**src/sv/efb_pkg.sv**
```systemverilog
// shared types, constants and crc function for the ethernet frame builder
`default_nettype none

package efb_pkg;

    typedef struct packed {
        logic [7:0] data_byte;
        logic       last_byte;
    } in_beat_t;

    typedef struct packed {
        logic [7:0] out_byte;
        logic [2:0] out_kind;
        logic       end_of_frame;
        logic [1:0] status;
    } out_beat_t;

    localparam logic [2:0] KIND_PREAMBLE = 3'd0;
    localparam logic [2:0] KIND_HEADER   = 3'd1;
    localparam logic [2:0] KIND_PAYLOAD  = 3'd2;
    localparam logic [2:0] KIND_FCS      = 3'd3;
    localparam logic [2:0] KIND_GAP      = 3'd4;
    localparam logic [2:0] KIND_STATUS   = 3'd5;

    localparam logic [1:0] ST_OK        = 2'd0;
    localparam logic [1:0] ST_TOO_SHORT = 2'd1;
    localparam logic [1:0] ST_TOO_LONG  = 2'd2;

    localparam int CFG_INDEX_BITS = 3;
    localparam int CFG_DATA_BITS  = 48;

    localparam logic [CFG_INDEX_BITS-1:0] REG_DEST_MAC  = 3'd0;
    localparam logic [CFG_INDEX_BITS-1:0] REG_SRC_MAC   = 3'd1;
    localparam logic [CFG_INDEX_BITS-1:0] REG_ETHER_TYPE = 3'd2;
    localparam logic [CFG_INDEX_BITS-1:0] REG_MIN_GAP   = 3'd3;
    localparam logic [CFG_INDEX_BITS-1:0] REG_MAX_FRAME = 3'd4;

    localparam logic [15:0] ETHER_TYPE_RESET = 16'h0800;
    localparam logic [5:0]  MIN_GAP_RESET    = 6'd12;
    localparam logic [10:0] MAX_FRAME_RESET  = 11'd1526;

    localparam logic [7:0]  PREAMBLE_BYTE  = 8'h55;
    localparam logic [7:0]  SFD_BYTE       = 8'hD5;
    localparam logic [7:0]  GAP_BYTE       = 8'h07;
    localparam logic [31:0] CRC_POLY       = 32'h04C11DB7;
    localparam logic [31:0] CRC_ONES       = 32'hFFFFFFFF;
    localparam logic [10:0] OVERHEAD_BYTES = 11'd26;
    localparam logic [5:0]  GAP_CAP        = 6'd32;
    localparam logic [5:0]  PRE_LAST_IDX   = 6'd7;
    localparam logic [5:0]  HDR_LAST_IDX   = 6'd13;
    localparam logic [5:0]  FCS_LAST_IDX   = 6'd3;

    // msb-first crc-32, one byte
    function automatic logic [31:0] crc_byte(input logic [31:0] crc, input logic [7:0] b);
        logic [31:0] c;
        c = crc ^ {b, 24'h000000};
        for (int i = 0; i < 8; i++)
        begin
            c = c[31] ? ((c << 1) ^ CRC_POLY) : (c << 1);
        end
        return c;
    endfunction

endpackage

`default_nettype wire

```
**src/sv/ethernet_frame_builder_crc.sv**
```systemverilog
// ethernet frame builder: preamble, header, payload, crc-32 fcs and gap fill or a status beat
//
//  channel  direction  handshake           beat
//  byte     in         byte_valid/stall    in_beat_t  (data_byte, last_byte)
//  frame    out        frame_valid/stall   out_beat_t (out_byte, kind, eof, status)
//  cfg      in         cfg_valid/ready     cfg_index, cfg_data
//
//  one frame beat per cycle from a held byte beat while frame_stall is low;
//  a byte beat gives 1 payload beat mid frame, 8 preamble + 14 header + 1
//  when it opens a frame, plus 1 status beat or 4 fcs + 1..36 gap beats
//  when it is the last; a dropped byte past the limit gives no payload beat
//  the next byte beat is taken in the cycle the held one finishes
//  reset clears the frame state and loads the register defaults
//  frame_stall holds the output register; the sequencer waits on it
`default_nettype none

module ethernet_frame_builder_crc
    import efb_pkg::*;
#(
    parameter int MIN_PAYLOAD = 46,
    parameter int COUNT_BITS  = 11
)
(
    input  wire logic                      clk,
    input  wire logic                      rst_n,
    input  wire logic                      byte_valid,
    output      logic                      byte_stall,
    input  wire in_beat_t                  byte_beat,
    output      logic                      frame_valid,
    input  wire logic                      frame_stall,
    output      out_beat_t                 frame_beat,
    input  wire logic                      cfg_valid,
    output      logic                      cfg_ready,
    input  wire logic [CFG_INDEX_BITS-1:0] cfg_index,
    input  wire logic [CFG_DATA_BITS-1:0]  cfg_data
);

    localparam int LIM_W = (COUNT_BITS > 11) ? COUNT_BITS : 11;

    typedef enum logic [2:0] {
        PH_PRE,
        PH_HDR,
        PH_PAY,
        PH_FCS,
        PH_GAP
    } phase_t;

    logic [47:0] dest_mac_reg;
    logic [47:0] src_mac_reg;
    logic [15:0] ether_type_reg;
    logic [5:0]  min_gap_reg;
    logic [10:0] max_frame_reg;

    logic                  item_valid_reg, item_valid_next;
    in_beat_t              item_reg, item_next;
    phase_t                phase_reg, phase_next;
    logic [5:0]            idx_reg, idx_next;
    logic                  in_frame_reg, in_frame_next;
    logic [COUNT_BITS-1:0] count_reg, count_next;
    logic [31:0]           crc_reg, crc_next;
    logic                  ovf_reg, ovf_next;
    logic                  out_valid_reg, out_valid_next;
    out_beat_t             out_reg, out_next;

    logic        adv;
    logic        emit;
    logic        done;
    logic        go;
    logic        end_frame;
    logic        accept;
    out_beat_t   beat;
    logic [111:0] hdr_shift;
    logic [31:0]  fcs_shift;
    logic [10:0]  lim_raw;
    logic [LIM_W-1:0] cmax;
    logic [LIM_W-1:0] limit;
    logic         count_ok;
    logic         bad_frame;
    logic [5:0]   gap_cap;
    logic [1:0]   gap_rem;
    logic [5:0]   gap_len;

    assign cfg_ready   = 1'b1;
    assign frame_valid = out_valid_reg;
    assign frame_beat  = out_reg;

    assign adv = !out_valid_reg || !frame_stall;

    assign hdr_shift = {dest_mac_reg, src_mac_reg, ether_type_reg} << {idx_reg[3:0], 3'b000};
    assign fcs_shift = (crc_reg ^ CRC_ONES) << {idx_reg[1:0], 3'b000};

    assign lim_raw  = (max_frame_reg > OVERHEAD_BYTES) ? (max_frame_reg - OVERHEAD_BYTES) : 11'd0;
    assign cmax     = LIM_W'({COUNT_BITS{1'b1}});
    assign limit    = (LIM_W'(lim_raw) > cmax) ? cmax : LIM_W'(lim_raw);
    assign count_ok = LIM_W'(count_reg) < limit;

    assign bad_frame = ovf_reg || (count_reg < COUNT_BITS'(MIN_PAYLOAD));

    assign gap_cap = (min_gap_reg > GAP_CAP) ? GAP_CAP : min_gap_reg;
    assign gap_rem = 2'(OVERHEAD_BYTES[1:0] + count_reg[1:0] + gap_cap[1:0]);
    assign gap_len = gap_cap + 6'd4 - {4'b0000, gap_rem};

    always_comb
    begin
        emit       = 1'b0;
        done       = 1'b0;
        end_frame  = 1'b0;
        beat       = '0;
        phase_next = phase_reg;
        idx_next   = idx_reg;
        count_next = count_reg;
        crc_next   = crc_reg;
        ovf_next   = ovf_reg;
        case (phase_reg)
            PH_PRE:
            begin
                emit          = 1'b1;
                beat.out_kind = KIND_PREAMBLE;
                beat.out_byte = (idx_reg == PRE_LAST_IDX) ? SFD_BYTE : PREAMBLE_BYTE;
                if (idx_reg == PRE_LAST_IDX)
                begin
                    phase_next = PH_HDR;
                    idx_next   = '0;
                end
                else
                begin
                    idx_next = idx_reg + 6'd1;
                end
            end
            PH_HDR:
            begin
                emit          = 1'b1;
                beat.out_kind = KIND_HEADER;
                beat.out_byte = hdr_shift[111:104];
                crc_next      = crc_byte(crc_reg, hdr_shift[111:104]);
                if (idx_reg == HDR_LAST_IDX)
                begin
                    phase_next = PH_PAY;
                    idx_next   = '0;
                end
                else
                begin
                    idx_next = idx_reg + 6'd1;
                end
            end
            PH_PAY:
            begin
                if (count_ok)
                begin
                    emit          = 1'b1;
                    beat.out_kind = KIND_PAYLOAD;
                    beat.out_byte = item_reg.data_byte;
                    crc_next      = crc_byte(crc_reg, item_reg.data_byte);
                    count_next    = count_reg + 1'b1;
                end
                else
                begin
                    ovf_next = 1'b1;
                end
                if (item_reg.last_byte)
                begin
                    phase_next = PH_FCS;
                    idx_next   = '0;
                end
                else
                begin
                    done = 1'b1;
                end
            end
            PH_FCS:
            begin
                emit = 1'b1;
                if (idx_reg == '0 && bad_frame)
                begin
                    beat.out_kind     = KIND_STATUS;
                    beat.end_of_frame = 1'b1;
                    beat.status       = ovf_reg ? ST_TOO_LONG : ST_TOO_SHORT;
                    done              = 1'b1;
                    end_frame         = 1'b1;
                    count_next        = '0;
                    crc_next          = CRC_ONES;
                    ovf_next          = 1'b0;
                end
                else
                begin
                    beat.out_kind = KIND_FCS;
                    beat.out_byte = fcs_shift[31:24];
                    if (idx_reg == FCS_LAST_IDX)
                    begin
                        phase_next = PH_GAP;
                        idx_next   = '0;
                    end
                    else
                    begin
                        idx_next = idx_reg + 6'd1;
                    end
                end
            end
            PH_GAP:
            begin
                emit          = 1'b1;
                beat.out_kind = KIND_GAP;
                beat.out_byte = GAP_BYTE;
                if (idx_reg == gap_len - 6'd1)
                begin
                    beat.end_of_frame = 1'b1;
                    done              = 1'b1;
                    end_frame         = 1'b1;
                    count_next        = '0;
                    crc_next          = CRC_ONES;
                    ovf_next          = 1'b0;
                end
                else
                begin
                    idx_next = idx_reg + 6'd1;
                end
            end
            default:
            begin
                done = 1'b1;
            end
        endcase
    end

    assign go         = item_valid_reg && (adv || !emit);
    assign byte_stall = item_valid_reg && !(go && done);
    assign accept     = byte_valid && !byte_stall;

    always_comb
    begin
        item_valid_next = item_valid_reg;
        item_next       = item_reg;
        in_frame_next   = in_frame_reg;
        out_valid_next  = out_valid_reg;
        out_next        = out_reg;
        if (adv)
        begin
            out_valid_next = go && emit;
            out_next       = beat;
        end
        if (go)
        begin
            if (end_frame)
            begin
                in_frame_next = 1'b0;
            end
            if (done)
            begin
                item_valid_next = 1'b0;
            end
        end
        if (accept)
        begin
            item_valid_next = 1'b1;
            item_next       = byte_beat;
            in_frame_next   = 1'b1;
        end
    end

    always_ff @(posedge clk or negedge rst_n)
    begin
        if (!rst_n)
        begin
            dest_mac_reg   <= '0;
            src_mac_reg    <= '0;
            ether_type_reg <= ETHER_TYPE_RESET;
            min_gap_reg    <= MIN_GAP_RESET;
            max_frame_reg  <= MAX_FRAME_RESET;
            item_valid_reg <= 1'b0;
            phase_reg      <= PH_PRE;
            idx_reg        <= '0;
            in_frame_reg   <= 1'b0;
            count_reg      <= '0;
            crc_reg        <= CRC_ONES;
            ovf_reg        <= 1'b0;
            out_valid_reg  <= 1'b0;
        end
        else
        begin
            if (cfg_valid && cfg_ready)
            begin
                case (cfg_index)
                    REG_DEST_MAC:   dest_mac_reg   <= cfg_data;
                    REG_SRC_MAC:    src_mac_reg    <= cfg_data;
                    REG_ETHER_TYPE: ether_type_reg <= cfg_data[15:0];
                    REG_MIN_GAP:    min_gap_reg    <= cfg_data[5:0];
                    REG_MAX_FRAME:  max_frame_reg  <= cfg_data[10:0];
                    default:        ;
                endcase
            end
            item_valid_reg <= item_valid_next;
            in_frame_reg   <= in_frame_next;
            out_valid_reg  <= out_valid_next;
            if (go)
            begin
                count_reg <= count_next;
                crc_reg   <= crc_next;
                ovf_reg   <= ovf_next;
            end
            if (accept)
            begin
                phase_reg <= (in_frame_reg && !(go && end_frame)) ? PH_PAY : PH_PRE;
                idx_reg   <= '0;
            end
            else if (go)
            begin
                phase_reg <= phase_next;
                idx_reg   <= idx_next;
            end
        end
    end

    always_ff @(posedge clk)
    begin
        item_reg <= item_next;
        out_reg  <= out_next;
    end

    // a nonzero status only rides on the closing status beat
    assert property (@(posedge clk) disable iff (!rst_n)
        frame_valid && frame_beat.status != ST_OK
            |-> frame_beat.out_kind == KIND_STATUS && frame_beat.end_of_frame)
        else $error("status on a non-status beat");

    // a held byte beat always belongs to an open frame
    assert property (@(posedge clk) disable iff (!rst_n)
        item_valid_reg |-> in_frame_reg)
        else $error("byte beat held outside a frame");

    // between frames the crc, count and overflow sit at their start values
    assert property (@(posedge clk) disable iff (!rst_n)
        !in_frame_reg |-> count_reg == '0 && !ovf_reg && crc_reg == CRC_ONES)
        else $error("frame state not cleared between frames");

    // the gap never runs past its computed length
    assert property (@(posedge clk) disable iff (!rst_n)
        item_valid_reg && phase_reg == PH_GAP |-> idx_reg < gap_len)
        else $error("gap index out of range");

    // a frame that opens starts with the preamble
    assert property (@(posedge clk) disable iff (!rst_n)
        accept && !in_frame_reg |=> phase_reg == PH_PRE && idx_reg == '0)
        else $error("frame did not open with preamble");

endmodule

`default_nettype wire

```
**config.mk**
```make
export PLATFORM = sky130hd
export DESIGN_NAME = ethernet_frame_builder_crc
export DESIGN_NICKNAME = d
export VERILOG_FILES = /design/src/sv/efb_pkg.sv /design/src/sv/ethernet_frame_builder_crc.sv
export SDC_FILE = /design/constraint.sdc
export NUM_CORES = 1
export LEC_CHECK = 0
export ABC_AREA = 1
export BUFFER_PORTS_ARGS = -buffer_cell sky130_fd_sc_hd__buf_2
export CAP_MARGIN = 20
export CELL_PAD_IN_SITES_DETAIL_PLACEMENT = 1
export CELL_PAD_IN_SITES_GLOBAL_PLACEMENT = 2
export CORE_AREA = 2 2 155 233
export DETAILED_ROUTE_END_ITERATION = 7
export DIE_AREA = 0 0 157 235
export HOLD_SLACK_MARGIN = 0.05
export PLACE_DENSITY_LB_ADDON = 0.1
export SLEW_MARGIN = 30
export SYNTH_ARGS = -nofsm -noshare
export SYNTH_HDL_FRONTEND = slang
export SYNTH_SLANG_ARGS = --single-unit
```
**constraint.sdc**
```tcl
create_clock -name clk -period 5.85 [get_ports clk]
set_input_delay 0.2925 -clock clk [delete_from_list [all_inputs] [get_ports clk]]
set_output_delay 0.2925 -clock clk [all_outputs]
set_load 0.05 [all_outputs]
```
# After elaboration in Yosys (flattened, before gate mapping)
# Cells that the tools add are included.
[classes] bitwise_logic=19 eq_ne=22 muxes=70 n_mul=0 reduce_logical=42 div_mod_pow=0 n_shift=2 add_sub_neg=8 order_cmp=5
[ops] cell="$mux 27" count=16
[ops] cell="$not 14->14" count=16
[ops] cell="$pmux 32 s4" count=1
[ops] cell="$shl 112x7->112" count=1
[ops] cell="$mux 32" count=3
[ops] cell="$mux 11" count=6
[ops] cell="$xor 32x32->32" count=2
[ops] cell="$pmux 11 s5" count=1
[ops] cell="$mux 6" count=9
[ops] cell="$pmux 11 s3" count=1
[ops] cell="$not 32->32" count=1
[ops] cell="$shl 32x5->32" count=1
[ops] cell="$pmux 6 s5" count=1
[ops] cell="$mux 3" count=9
[ops] cell="$reduce_and 5->1" count=4
[ops] cell="$ne 3x3->1 const B" count=6
[ops] cell="$mux 8" count=2
[ops] cell="$reduce_and 2->1" count=8
[ops] cell="$mux 1" count=13
[ops] cell="$eq 3x2->1 const B" count=4
[ops] cell="$pmux 3 s4" count=1
[ops] cell="$add 11x1->11 const B" count=1
[ops] cell="$gt 11x11->1 const B" count=1
[ops] cell="$gt 11x5->1 const B" count=1
[ops] cell="34 further kinds" count=59
[word_totals] word_cells=187 n_memories=0 rom_bits=0 inputBits=65 latchBits=0 out_inout_bits=17 register_bits=208 mem_bits_rw=0

# Longest topological paths before layout
# Gate-level depths: netlist of run 1.
[logic_depth] depth_word=19 depth_mapped=24 ltp_nobuf=24

# Least setup slack after synthesis of run 1
# OpenSTA, ideal clock, no wires.
[synth_path] path_type="register to register" startpoint="register min_gap_reg[2]" endpoint="register item_reg[0] (netlist bit), enable pin" required_ns=5.521 stages_incl_launch_ff=22 arrival_time_ns=3.266 slack_ns=2.255 n_path_buf=1 synth_period_minus_slack_ns=3.595 setup_time_ns=0.329 cell_sequence="dfstp_2 nor2_1 nand3_1 nand2_1 nand2_1 xor2_1 xor2_1 ha_1 ha_1 fa_1 xnor2_1 nand4_1 a31oi_1 nand3_1 nor2_1 nor2_1 nand3_1 nand2_1 nand2_1 nand2_1 buf_4 inv_1"
[synth_via] elab_chain_cells=13 elab_cells_between_ends=14
[synth_lines] item="start, declared" line="ethernet_frame_builder_crc.sv:51" source="logic [5:0] min_gap_reg;"
[synth_lines] item="start signal, assigned" line="ethernet_frame_builder_crc.sv:286" source="REG_MIN_GAP: min_gap_reg <= cfg_data[5:0];"
[synth_lines] item="$gt 6x6->1" line="ethernet_frame_builder_crc.sv:99" source="assign gap_cap = (min_gap_reg > GAP_CAP) ? GAP_CAP : min_gap_reg;"
[synth_lines] item="$mux 6 (*)" line="ethernet_frame_builder_crc.sv:99"
[synth_lines] item="$add 6x3->6 or $add 2x2->2 (tied branches)" line="ethernet_frame_builder_crc.sv:101, ethernet_frame_builder_crc.sv:100"
[synth_lines] item="$sub 6x2->6 (*)" line="ethernet_frame_builder_crc.sv:101" source="assign gap_len = gap_cap + 6'd4 - {4'b0000, gap_rem};"
[synth_lines] item="$sub 6x1->6 (*)" line="ethernet_frame_builder_crc.sv:204" source="if (idx_reg == gap_len - 6'd1)"
[synth_lines] item="$eq 6x6->1 (*)" line="ethernet_frame_builder_crc.sv:204"
[synth_lines] item="$mux 1 (*)" line="ethernet_frame_builder_crc.sv:204"
[synth_lines] item="$pmux 1 s4 (*)" line="ethernet_frame_builder_crc.sv:114" source="case (phase_reg)"
[synth_lines] item="$logic_and 1x1->1 (*)" line="ethernet_frame_builder_crc.sv:226" source="assign byte_stall = item_valid_reg && !(go && done);"
[synth_lines] item="$logic_not 1->1 (*)" line="ethernet_frame_builder_crc.sv:226"
[synth_lines] item="$logic_and 1x1->1 (*)" line="ethernet_frame_builder_crc.sv:226"
[synth_lines] item="$logic_not 1->1 (*)" line="ethernet_frame_builder_crc.sv:227" source="assign accept = byte_valid && !byte_stall;"
[synth_lines] item="$logic_and 1x1->1 (*)" line="ethernet_frame_builder_crc.sv:227"
[synth_lines] item="net accept" line="ethernet_frame_builder_crc.sv:70" source="logic accept;"
[synth_lines] item="end signal, assigned" line="ethernet_frame_builder_crc.sv:315" source="item_reg <= item_next;"
[synth_lines] item="end, declared" line="ethernet_frame_builder_crc.sv:55" source="in_beat_t item_reg, item_next;"
# The timed path passes the listed nets; every way through them passes the cells marked *.
# A chain may end at the register's enable or synchronous reset.

# Worst setup path in the final report of run 1
[layout_path] startpoint="register min_gap_reg[3]" endpoint="register crc_reg[25]"
[layout_via] elab_chain_cells=8 elab_cells_between_ends=9
[layout_lines] item="$gt 6x6->1" line="ethernet_frame_builder_crc.sv:99"
[layout_lines] item="$mux 6 (*)" line="ethernet_frame_builder_crc.sv:99"
[layout_lines] item="$add 6x3->6 or $add 2x2->2 (tied branches)" line="ethernet_frame_builder_crc.sv:101, ethernet_frame_builder_crc.sv:100"
[layout_lines] item="$sub 6x2->6 (*)" line="ethernet_frame_builder_crc.sv:101"
[layout_lines] item="$sub 6x1->6 (*)" line="ethernet_frame_builder_crc.sv:204"
[layout_lines] item="$eq 6x6->1 (*)" line="ethernet_frame_builder_crc.sv:204"
[layout_lines] item="$ne 2x2->1 (no line) (*)"
[layout_lines] item="$reduce_and 5->1 (no line) (*)"
[layout_lines] item="end signal, assigned" line="ethernet_frame_builder_crc.sv:297" source="crc_reg <= crc_next;"
[layout_lines] item="end, declared" line="ethernet_frame_builder_crc.sv:60" source="logic [31:0] crc_reg, crc_next;"
# Every way passes the cells marked *; elsewhere a longest branch is shown, timed or not.

==> results of run 1 <==
-- layout make-up --
class,instances,area (µm²)
Clock inverter,10,160
Fill cell,4384,19700
Timing Repair Buffer,129,885
Multi-Input combinational cell,1322,6510
Tap cell,473,592
Inverter,219,825
Clock buffer,36,748
Sequential cell,208,5380
-- worst register-to-register path, delay by kind of cell (launching register included) --
family | cells | cell delay, ps
xor gates and xnor gates | 3 | 460
AOI/OAI and AO/OA | 3 | 440
buffers and inverters | 1 | 640
DFF | 1 | 540
and+or+nand+nor | 10 | 1230
adders and majority gates | 3 | 950
-- routing by layer --
metal | up-vias | GRT usage
met3 | 88 | 0.0232
met1 | 5898 | 0.304
li1 | 5925 | -
met4 | 0 | 0.104
met2 | 197 | 0.442
met5 | - | 0
-- where the power goes --
part / total, mW / switching, mW / internal [mW]
Clock: 1.72 / 0.657 / 1.06
Sequential: 2.33 / 0.342 / 1.99
Combinational: 5.56 / 3.90 / 1.67
-- through the flow --
stage	setup WS, ps	cells
floorplan	2260	1821
global placement	1620	2312
detailed placement	1480	2312
CTS	1470	2396
global route	996	2397
finish	1500	2397
-- kinds of logic after synthesis --
group	Yosys count	share of synthesized area
muxes	1	0.000862
buffers and inverters	291	0.0916
other	1	0.000287
and+or+nand+nor	884	0.278
adders and majority gates	20	0.0197
DFF	208	0.411
AOI/OAI and AO/OA	322	0.132
xor gates and xnor gates	94	0.0662
-- Yosys cell counts, types with 2 or more instances --
library cell and instances:
sky130_fd_sc_hd__xor2_2 3, sky130_fd_sc_hd__ha_1 19, sky130_fd_sc_hd__nand4_1 8, sky130_fd_sc_hd__o21ai_1 16, sky130_fd_sc_hd__nor2_1 143, sky130_fd_sc_hd__inv_2 12, sky130_fd_sc_hd__o21ai_0 209, sky130_fd_sc_hd__o31ai_1 7
sky130_fd_sc_hd__inv_1 206, sky130_fd_sc_hd__a21oi_1 60, sky130_fd_sc_hd__buf_2 18, sky130_fd_sc_hd__nand3_1 117, sky130_fd_sc_hd__nor3_1 6, sky130_fd_sc_hd__a21boi_0 2, sky130_fd_sc_hd__clkbuf_1 33, sky130_fd_sc_hd__nor2_2 4
sky130_fd_sc_hd__nand2_1 568, sky130_fd_sc_hd__nand2_4 3, sky130_fd_sc_hd__xor2_1 75, sky130_fd_sc_hd__buf_6 4, sky130_fd_sc_hd__or2_2 5, sky130_fd_sc_hd__buf_1 4, sky130_fd_sc_hd__o211ai_1 9, sky130_fd_sc_hd__o21a_1 7
sky130_fd_sc_hd__o2111ai_1 3, sky130_fd_sc_hd__dfstp_2 43, sky130_fd_sc_hd__buf_4 13, sky130_fd_sc_hd__a31oi_1 2, sky130_fd_sc_hd__nand2_2 21, sky130_fd_sc_hd__or2_1 4, sky130_fd_sc_hd__xnor2_1 15, sky130_fd_sc_hd__edfxtp_1 23
sky130_fd_sc_hd__o21bai_1 2, sky130_fd_sc_hd__dfrtp_1 142
-- final timing paths --
path / from / to / depth (start not counted)
worst max-delay path: min_gap_reg[3] / crc_reg[25] / 20
worst min-delay path: cfg_data[44] / src_mac_reg[44] / 3
worst max register to register: min_gap_reg[3] / crc_reg[25] / 20
worst min register to register: ether_type_reg[15] / ether_type_reg[15] / 2
max in group asynchronous: rst_n / dest_mac_reg[31] / 3
min in group asynchronous: rst_n / count_reg[10] / 2
==> load_flow_metrics.sql, run 1 <==
INSERT INTO impl_metrics (metric_group, metric, value, unit) VALUES
('synth', 'syn_inst', '1821', ''),
('timing', 'max_clock_freq', '230', 'MHz'),
('global_routing', 'number_of_global_route_vias_before_repair', '12600', ''),
('clock_network', 'cts_htree_levels', '1', ''),
('die', 'top_level_ports', '82', ''),
('timing', 'final_min_period_over_clock_period', '0.744', ''),
('route', 'initialDrtViolationCount', '483', ''),
('timing', 'hold_slack', '64.8', 'ps'),
('setup_path', 'critical_path.max_fanout', '33', ''),
('synth', 'ys.flop_type', 'sky130_fd_sc_hd__dfrtp_1', ''),
('layout', 'drive_gt1_frac', '0.122', ''),
('synth', 'post_synth_edffs', '23', ''),
('clock_network', 'cts.clk_slew.worst_paths', '60', 'ps'),
('route', 'detailedRoute.firstPassIterationCount', '5', ''),
('timing', 'worst_pin_slew', '925', 'ps'),
('die', 'placement_rows', '84', ''),
('synth', 'netlist.top_cell.by_area', 'sky130_fd_sc_hd__dfrtp_1', ''),
('clock_network', 'cts_tree', 'built', ''),
('route', 'drt-met1-wl', '19200', 'µm'),
('layout', 'final_core_utilization', '0.434', ''),
('clock_network', 'worstSkewPairLatency', '550', 'ps'),
('place', 'io_buffer_count', '80', ''),
('route', 'routed_wl', '45300', 'µm'),
('synth', 'synth.area.top_cells', 'sky130_fd_sc_hd__dfrtp_1 27%, sky130_fd_sc_hd__nand2_1 16%, sky130_fd_sc_hd__dfstp_2 8.7%, sky130_fd_sc_hd__o21ai_0 8.0%, sky130_fd_sc_hd__inv_1 5.9%', ''),
('layout', 'final_cell_mix', '566 x sky130_fd_sc_hd__nand2_1, 209 x sky130_fd_sc_hd__o21ai_0, 206 x sky130_fd_sc_hd__inv_1, 143 x sky130_fd_sc_hd__nor2_1, 141 x sky130_fd_sc_hd__dfrtp_1', ''),
('synth', 'synth_fp_nets', '1906', ''),
('synth', 'synth-seq-area-share', '0.411', ''),
('synth', 'synthArstFlopShare', '0.889', ''),
('setup_path', 'worst_setup_path_start_kind', 'register', ''),
('status', 'run_status', 'completed', ''),
('global_routing', 'grt_max_degree', '97', ''),
('route', 'drt-wirelength-per-cell', '18.9', 'µm'),
('die', 'initial_core_util', '0.375', ''),
('global_routing', 'grt_antenna_before_repair', '0', ''),
('timing', 'final-hold-violation-count', '0', ''),
('setup_path', 'worstPathCellList', 'nor2_1, nand3_1, nand2_1, nand2_1, xor2_1, xor2_1, ha_1, ha_1, fa_1, xnor2_1, nand4_1, a31oi_1, nand3_1, nand2_1, nand2_1, nor2_1, nand2_1, inv_2, o21ai_0, o21ai_0', ''),
('layout', 'final_common_cell', 'sky130_fd_sc_hd__nand2_1', ''),
('setup_path', 'timing.critical_path.arrival', '4810', 'ps'),
('synth', 'postSynthRegisterBits', '208', ''),
('timing', 'report.final.setup_viol', '0', ''),
('clock_network', 'cts.hold.buffers_added', '38', ''),
('global_routing', 'first_pass_grt_wire_length', '71200', 'µm'),
('worst_hold_path', 'min_path_type', 'in -> reg', ''),
('clock_network', 'cts-buffers-inserted', '25', ''),
('clock_network', 'post-cts-setup-buffer-count', '0', ''),
('synth', 'synth.cell_area', '0.0131', 'mm²'),
('timing', 'rsz_0062_raised_after_global_routing', 'false', ''),
('die', 'dieHeight', '235', 'µm'),
('layout', 'post-route-cell-area', '0.0151', 'mm²'),
('route', 'top_layer_in_use', 'met4', ''),
('clock_network', 'cts.sink_count', '208', ''),
('timing', 'maxSlewViolCount', '0', ''),
('synth', 'yosysWarnings', '0', ''),
('setup_path', 'cp_common_cell', 'sky130_fd_sc_hd__nand2_1', ''),
('die', 'die_w', '157', 'µm'),
('setup_path', 'critPathMaxStageDelay', '630', 'ps'),
('route', 'routed-via-count', '12100', ''),
('setup_path', 'crit_path_top_delay_cell', 'sky130_fd_sc_hd__inv_2', ''),
('setup_path', 'timing.critical_path.buf_inv', '1', ''),
('clock_network', 'cts_buffer_depth', '3', ''),
('setup_path', 'path_delay_family', 'simple AND/OR/NAND/NOR gates', ''),
('setup_path', 'ff2ff_setup_slack', '1500', 'ps'),
('route', 'vias_per_cell', '5.05', ''),
('power_and_ir_drop', 'power.static_leakage', '7.62', 'nW'),
('clock_network', 'post_cts_resize_count', '0', ''),
('synth', 'synth.lib_cells_used.distinct', '49', ''),
('synth', 'netlist.area_leader.share', '0.272', ''),
('layout', 'finish.net_count', '1990', ''),
('place', 'place_congestion', '0.838', ''),
('route', 'met2RoutedLength', '22800', 'µm'),
('setup_path', 'worst_setup_path_end_kind', 'register', '');
Note: power is estimated with default switching activity, not from simulation.
==> run 2, diff against run 1 <==
CORE_AREA = 2 2 168 253   (was 2 2 155 233)
DIE_AREA = 0 0 170 255   (was 0 0 157 235)
clock period = 3.7 ns   (was 5.85 ns; I/O delays follow)
==> run 2 against run 1 <==
  * Critical path type is now reg -> out
  * Sequential power is 60% higher
  * Via count grew 1.7%
  * Final area is 6.4% higher
  * Critical path depth rose by 1
  * Sequential share of layout area shrank 2.1 points
  * Combinational power is 82% higher
  * The flow now finishes with violations (negative setup slack)
  * Die area rose by 17%
  * Cell count up 4.4%
  * Core utilization shrank 4.6 points
==> load_flow_metrics.sql, run 2 (synthesis results as in run 1) <==
INSERT INTO impl_metrics (metric_group, metric, value, unit) VALUES
('global_routing', 'grt_antenna_before_repair', '1', ''),
('layout', 'final_common_cell', 'sky130_fd_sc_hd__nand2_1', ''),
('worst_hold_path', 'min_path_type', 'in -> reg', ''),
('place', 'io_buffer_count', '80', ''),
('route', 'routed-via-count', '12300', ''),
('die', 'top_level_ports', '82', ''),
('place', 'place_congestion', '0.796', ''),
('timing', 'relSlewSlack', '0.416', ''),
('route', 'drcViolationCount', '0', ''),
('global_routing', 'grt_max_degree', '97', ''),
('clock_network', 'cts.sink_count', '208', ''),
('route', 'routed_wl', '48500', 'µm'),
('route', 'postRouteAntennaNets', '0', ''),
('clock_network', 'cts_buffer_depth', '3', ''),
('power_and_ir_drop', 'power_frac_seq', '0.229', ''),
('timing', 'rsz_0062_raised_after_global_routing', 'true', ''),
('layout', 'finish.net_count', '2054', ''),
('power_and_ir_drop', 'worst_ir_drop_vdd', '0.358', 'mV'),
('power_and_ir_drop', 'switching_power', '8.32', 'mW'),
('setup_path', 'crit-reg2reg-launch', 'min_gap_reg[2]', ''),
('timing', 'worst_pin_slew', '877', 'ps'),
('timing', 'max_clock_freq', '251', 'MHz'),
('setup_path', 'worst_setup_path_type', 'reg -> out', ''),
('timing', 'final-hold-violation-count', '0', ''),
('status', 'violations', 'negative setup slack', ''),
('power_and_ir_drop', 'sw_frac_of_total', '0.511', ''),
('route', 'drt-wirelength-per-cell', '19.4', 'µm'),
('layout', 'diodes', '0', ''),
('clock_network', 'cts.clk_slew.worst_paths', '60', 'ps'),
('route', 'initialDrtViolationCount', '498', ''),
('power_and_ir_drop', 'power.static_leakage', '7.99', 'nW'),
('timing', 'finalWorstPathRequiredPeriod', '3990', 'ps'),
('timing', 'final_min_period_over_clock_period', '1.08', ''),
('timing', 'fin_skew', '16.7', 'ps'),
('global_routing', 'grt_usage', '0.226', ''),
('clock_network', 'cts-buffers-inserted', '25', ''),
('power_and_ir_drop', 'internal_power', '7.97', 'mW'),
('status', 'run_status', 'finished with violations', ''),
('timing', 'postLayoutSetupSlackWorst', '-292', 'ps'),
('clock_network', 'cts_htree_levels', '1', ''),
('power_and_ir_drop', 'power_frac_clock', '0.149', ''),
('clock_network', 'worstSkewPairLatency', '550', 'ps'),
('timing', 'maxSlewViolCount', '0', ''),
('route', 'vias_per_cell', '4.92', ''),
('die', 'initial_core_util', '0.315', ''),
('die', 'coreArea', '0.0414', 'mm²'),
('setup_path', 'r2r.worst_path.cells', '23', ''),
('setup_path', 'ff2ff_setup_slack', '-110', 'ps'),
('setup_path', 'worst-endpoint-required', '3510', 'ps'),
('die', 'dieHeight', '255', 'µm'),
('global_routing', 'first_pass_grt_wire_length', '75100', 'µm'),
('die', 'die_area', '0.0434', 'mm²'),
('place', 'dp_worst_setup_slack', '-118', 'ps'),
('global_routing', 'grt-ovfl-total', '0', ''),
('clock_network', 'cts_tree', 'built', ''),
('place', 'detailedPlacementHpwl', '35000', 'µm'),
('layout', 'area_growth_syn_to_layout', '22.9', '%'),
('power_and_ir_drop', 'comb_power_share', '0.622', ''),
('power_and_ir_drop', 'power.density_cell_area', '1010', 'mW/mm²'),
('worst_hold_path', 'timing.hold.worst.start', 'cfg_index[1]', ''),
('timing', 'report.final.setup_viol', '25', ''),
('setup_path', 'critical_path.max_fanout', '3', ''),
('die', 'placement_rows', '92', ''),
('worst_hold_path', 'hold_depth', '5', ''),
('layout', 'drive_gt1_frac', '0.164', ''),
('worst_hold_path', 'hold_path_end', 'src_mac_reg[8]', ''),
('route', 'detailedRoute.firstPassIterationCount', '5', ''),
('power_and_ir_drop', 'finalPower', '16.3', 'mW'),
('setup_path', 'worst_setup_path_end_kind', 'primary output', ''),
('die', 'die_w', '170', 'µm'),
('layout', 'final_cell_mix', '560 x sky130_fd_sc_hd__nand2_1, 204 x sky130_fd_sc_hd__inv_1, 204 x sky130_fd_sc_hd__o21ai_0, 141 x sky130_fd_sc_hd__dfrtp_1, 122 x sky130_fd_sc_hd__nor2_1', ''),
('setup_path', 'timing.rr.end', 'crc_reg[18]', ''),
('global_routing', 'number_of_global_route_vias_before_repair', '12700', ''),
('setup_path', 'timing.critical_path.arrival', '3810', 'ps'),
('flow_run', 'count_of_max_cap_constraint_violations', '0', ''),
('clock_network', 'ctsRootBufferMaster', 'sky130_fd_sc_hd__clkbuf_16', ''),
('setup_path', 'worst_setup_path_start_kind', 'register', '');
-- run 2: changes by cell type in the layout (fill, tap and decap cells not counted), moves of 11 or more --
cell / change
sky130_fd_sc_hd__buf_4: +24
sky130_fd_sc_hd__dlygate4sd3_1: +19
sky130_fd_sc_hd__nor2_1: -21
sky130_fd_sc_hd__nor2_4: +11
-- run 2: power by group through the flow --
stage	clock network (mW)	registers [mW]	logic, mW
floorplan	0	3.80	6.09
global placement	0	3.73	9.13
detailed placement	0	3.74	9.30
CTS	2.52	3.74	9.85
global route	2.60	3.81	11.3
finish	2.43	3.73	10.1
-- run 2: timing repair --
item                       in CTS  in global routing
cloned                          2                  3
buffers inserted                4                  5
pin swaps                       4                  5
hold endpoints to repair      155                  0
hold buffers                   57                  0
setup endpoints to repair      31                 65
resized for setup              53                 35
-- run 2: layout make-up --
type,instances,area (µm²)
Inverter,219,830
Clock buffer,33,676
Timing Repair Buffer,193,1670
Tap cell,517,647
Clock inverter,11,105
Multi-Input combinational cell,1322,6760
Sequential cell,208,5380
Fill cell,5155,25400
-- run 2: metrics by stage --
stage	hold WS, ps	setup TNS [ps]	instance area, µm²	cells	util
final	80.1	-1590	16100	2503	0.388
after detailed placement	347	-1990	14200	2388	0.343
after global placement	345	0	14200	2386	0.342
after CTS	51.4	-1020	15800	2495	0.382
after global routing	70.4	-14370	16100	2503	0.388
after floorplan	-111	0	13100	1821	-
-- run 2: worst max path at each step --
| stage | end | start | slack (ps) | cells past startpoint |
|---|---|---|---|---|
| after global routing | byte_stall | min_gap_reg[2] | -610 | 21 |
| after global placement | crc_reg[19] | min_gap_reg[2] | 7 | 21 |
| final | byte_stall | min_gap_reg[2] | -290 | 21 |
| after CTS | byte_stall | min_gap_reg[2] | -350 | 21 |
| after floorplan | item_reg[0] | min_gap_reg[2] | 110 | 21 |
| after detailed placement | crc_reg[14] | min_gap_reg[2] | -120 | 21 |
-- run 2: metal layers --
layer | part of all wire | global-route usage | vias to the layer above
li1 | - | - | 6055
met1 | 0.43 | 0.278 | 6031
met2 | 0.53 | 0.420 | 158
met3 | 0.020 | 0.0192 | 64
met4 | 0.028 | 0.0664 | 2
met5 | 0.00027 | 0 | -
-- run 2: worst max-delay path, cell delays in order (launching register included) --
cell and delay [ps]:
sky130_fd_sc_hd__dfstp_2 530, sky130_fd_sc_hd__nor2_1 40, sky130_fd_sc_hd__nand3_1 80, sky130_fd_sc_hd__nand2_2 70
sky130_fd_sc_hd__nand2_2 90, sky130_fd_sc_hd__xor2_2 150, sky130_fd_sc_hd__xor2_1 160, sky130_fd_sc_hd__ha_1 270
sky130_fd_sc_hd__ha_4 180, sky130_fd_sc_hd__fa_2 520, sky130_fd_sc_hd__xnor2_1 110, sky130_fd_sc_hd__nand4_1 90
sky130_fd_sc_hd__a31oi_1 160, sky130_fd_sc_hd__nand3_1 160, sky130_fd_sc_hd__nor2_1 120, sky130_fd_sc_hd__nor2_1 60
sky130_fd_sc_hd__nand3_1 80, sky130_fd_sc_hd__nand2_1 60, sky130_fd_sc_hd__nand2_2 70, sky130_fd_sc_hd__buf_6 100
sky130_fd_sc_hd__inv_2 30, sky130_fd_sc_hd__buf_6 140
==> run 3, diff against run 2 <==
CORE_AREA = 2 2 229 186   (was 2 2 168 253)
DIE_AREA = 0 0 231 188   (was 0 0 170 255)
==> run 3 against run 2 <==
  * The flow still finishes with violations (negative setup slack)
  * Largest power group unchanged
  * Flip-flop and latch count stayed put
  * Final area is 1.8% higher
  * Critical endpoint unchanged
  * Clock skew is 1.6 ps lower
  * Sequential share of layout area is 0.60 points lower
  * Critical path depth stayed put
  * Worst hold slack worse by 32 ps
  * Non-clock buffer count is 13 higher
  * First-iteration DRC count is 59% higher
==> load_flow_metrics.sql, run 3 (synthesis results as in run 1) <==
INSERT INTO impl_metrics (metric_group, metric, value, unit) VALUES
('status', 'run_status', 'finished with violations', ''),
('status', 'violations', 'negative setup slack', ''),
('setup_path', 'worst_setup_path_end_kind', 'primary output', ''),
('clock_network', 'worstSkewPairLatency', '540', 'ps'),
('power_and_ir_drop', 'internal_power', '8.40', 'mW'),
('layout', 'final_core_utilization', '0.396', ''),
('flow_run', 'count_of_max_cap_constraint_violations', '0', ''),
('power_and_ir_drop', 'power.static_leakage', '8.10', 'nW'),
('timing', 'final_min_period_over_clock_period', '1.12', ''),
('power_and_ir_drop', 'power.density_cell_area', '1040', 'mW/mm²'),
('power_and_ir_drop', 'sw_frac_of_total', '0.508', ''),
('global_routing', 'grt_max_degree', '98', ''),
('clock_network', 'ctsRootBufferMaster', 'sky130_fd_sc_hd__clkbuf_16', ''),
('global_routing', 'number_of_global_route_vias_before_repair', '13000', ''),
('power_and_ir_drop', 'worst_ir_drop_vdd', '0.382', 'mV'),
('timing', 'report.final.setup_viol', '53', ''),
('place', 'io_buffer_count', '80', ''),
('die', 'dieHeight', '188', 'µm'),
('timing', 'final-hold-violation-count', '0', ''),
('timing', 'fin_skew', '15.1', 'ps'),
('power_and_ir_drop', 'switching_power', '8.67', 'mW'),
('global_routing', 'first_pass_grt_wire_length', '76300', 'µm'),
('timing', 'maxSlewViolCount', '0', ''),
('setup_path', 'timing.critical_path.arrival', '3950', 'ps'),
('layout', 'final_cell_mix', '549 x sky130_fd_sc_hd__nand2_1, 204 x sky130_fd_sc_hd__inv_1, 195 x sky130_fd_sc_hd__o21ai_0, 141 x sky130_fd_sc_hd__dfrtp_1, 116 x sky130_fd_sc_hd__nor2_1', ''),
('die', 'top_level_ports', '82', ''),
('die', 'die_area', '0.0434', 'mm²'),
('timing', 'finalWorstPathRequiredPeriod', '4130', 'ps'),
('timing', 'postLayoutSetupSlackWorst', '-432', 'ps'),
('place', 'place_congestion', '0.831', ''),
('route', 'drcViolationCount', '0', ''),
('route', 'drt-wirelength-per-cell', '19.2', 'µm'),
('power_and_ir_drop', 'finalPower', '17.1', 'mW'),
('global_routing', 'grt_antenna_before_repair', '0', ''),
('route', 'routed-via-count', '12500', ''),
('layout', 'finish.net_count', '2067', ''),
('layout', 'final_common_cell', 'sky130_fd_sc_hd__nand2_1', ''),
('timing', 'hold_slack', '47.8', 'ps'),
('timing', 'max_clock_freq', '242', 'MHz'),
('power_and_ir_drop', 'comb_power_share', '0.634', ''),
('layout', 'layoutNonFillerInstCount', '2552', ''),
('route', 'initialDrtViolationCount', '794', ''),
('setup_path', 'worst_setup_path_type', 'reg -> out', ''),
('clock_network', 'cts_buffer_depth', '3', ''),
('route', 'routed_wl', '48900', 'µm'),
('setup_path', 'worst_setup_path_start_kind', 'register', ''),
('die', 'placement_rows', '67', ''),
('clock_network', 'cts.clk_slew.worst_paths', '60', 'ps'),
('clock_network', 'cts_tree', 'built', ''),
('power_and_ir_drop', 'power_frac_clock', '0.149', ''),
('timing', 'relSlewSlack', '0.400', ''),
('global_routing', 'grt-ovfl-total', '0', ''),
('timing', 'rsz_0062_raised_after_global_routing', 'true', ''),
('place', 'dp_cells', '2418', ''),
('layout', 'area_growth_syn_to_layout', '25.2', '%'),
('die', 'die_w', '231', 'µm'),
('route', 'vias_per_cell', '4.89', ''),
('route', 'detailedRoute.firstPassIterationCount', '5', ''),
('layout', 'diodes', '0', ''),
('timing', 'fin_tns_setup', '-10780', 'ps'),
('timing', 'worst_pin_slew', '899', 'ps'),
('clock_network', 'cts-buffers-inserted', '25', ''),
('layout', 'fill_cell_total_of_the_finished_layout', '5136', ''),
('setup_path', 'worst-endpoint-required', '3510', 'ps'),
('place', 'detailedPlacementHpwl', '34800', 'µm'),
('die', 'initial_core_util', '0.317', ''),
('worst_hold_path', 'min_path_type', 'in -> reg', ''),
('layout', 'drive_gt1_frac', '0.180', ''),
('clock_network', 'cts.sink_count', '208', ''),
('die', 'coreArea', '0.0412', 'mm²'),
('clock_network', 'cts_htree_levels', '1', ''),
('global_routing', 'grt_usage', '0.227', ''),
('route', 'postRouteAntennaNets', '0', ''),
('setup_path', 'critical_path.max_fanout', '3', ''),
('power_and_ir_drop', 'power_frac_seq', '0.217', '');
==> run 3: cell types whose count changed in the layout (fill, tap and decap cells not counted), moves of 8 or more <==
cell                      delta
sky130_fd_sc_hd__nand2_1    -11
sky130_fd_sc_hd__a21oi_1     +8
sky130_fd_sc_hd__o21ai_0     -9
sky130_fd_sc_hd__nand2_2     +9
sky130_fd_sc_hd__a21oi_2     -8
sky130_fd_sc_hd__nor2_2      +8
sky130_fd_sc_hd__buf_6      +10
==> run 3: cell type report <==
type | count | area [µm²] | share of cell area
multi-input combinational | 1322 | 6840 | 0.418
sequential | 208 | 5380 | 0.329
clock buffer | 35 | 693 | 0.0424
timing repair buffer | 206 | 1790 | 0.109
clock inverter | 10 | 125 | 0.00765
inverter | 219 | 840 | 0.0513
tap | 552 | 691 | 0.0422
==> run 3: power by group through the flow <==
stage | Clock (mW) | Sequential, mW | Combinational, mW
finish | 2.55 | 3.70 | 10.8
global route | 2.69 | 3.78 | 11.9
CTS | 2.61 | 3.70 | 10.1
detailed placement | 0 | 3.73 | 9.25
global placement | 0 | 3.72 | 9.06
floorplan | 0 | 3.80 | 6.09
==> run 3: timing repair <==
| item | in CTS | in global routing |
|---|---|---|
| hold endpoints to repair | 163 | 0 |
| gates resized for setup | 66 | 74 |
| setup endpoints to repair | 56 | 65 |
| setup buffers | 13 | 12 |
| gates cloned | 6 | 4 |
| hold buffers | 54 | 0 |
| pin swaps | 8 | 13 |
==> run 3: critical path, stage by stage, from the launching register on <==
cell,delay [ps]
sky130_fd_sc_hd__dfstp_2,540
sky130_fd_sc_hd__nor2_2,40
sky130_fd_sc_hd__nand3_1,80
sky130_fd_sc_hd__nand2_2,70
sky130_fd_sc_hd__nand2_2,80
sky130_fd_sc_hd__xor2_1,190
sky130_fd_sc_hd__xor2_1,170
sky130_fd_sc_hd__ha_1,250
sky130_fd_sc_hd__ha_2,190
sky130_fd_sc_hd__fa_2,550
sky130_fd_sc_hd__xnor2_2,110
sky130_fd_sc_hd__nand4_1,120
sky130_fd_sc_hd__a31oi_1,170
sky130_fd_sc_hd__nand3_1,150
sky130_fd_sc_hd__nor2_1,130
sky130_fd_sc_hd__nor2_1,60
sky130_fd_sc_hd__nand3_1,80
sky130_fd_sc_hd__nand2_1,60
sky130_fd_sc_hd__nand2_2,70
sky130_fd_sc_hd__buf_4,110
sky130_fd_sc_hd__inv_1,40
sky130_fd_sc_hd__buf_6,140
==> run 3: final timing paths <==
path	start	endpoint	slack, ps	depth (start not counted)
max reg2reg	min_gap_reg[2]	crc_reg[26]	-320	23
min in group asynchronous	rst_n	max_frame_reg[9]	330	2
max	min_gap_reg[2]	byte_stall	-430	21
min	cfg_data[0]	src_mac_reg[0]	50	3
max in group asynchronous	rst_n	dest_mac_reg[28]	2310	3
min reg2reg	dest_mac_reg[19]	dest_mac_reg[19]	480	2
==> run 3: per-layer routing <==
metal / track usage / part of all wire
met5: 0 / 0
met4: 0.0380 / 0.016
met3: 0.0272 / 0.034
met2: 0.361 / 0.45
met1: 0.335 / 0.50
==> run 3: per-stage QoR <==
stage                     area, µm²  setup slack, ps
after floorplan               13100              105
after detailed placement      14100             -186
after CTS                     15900             -470
after global placement        14100            -7.93
final                         16400             -432
after global routing          16400             -602
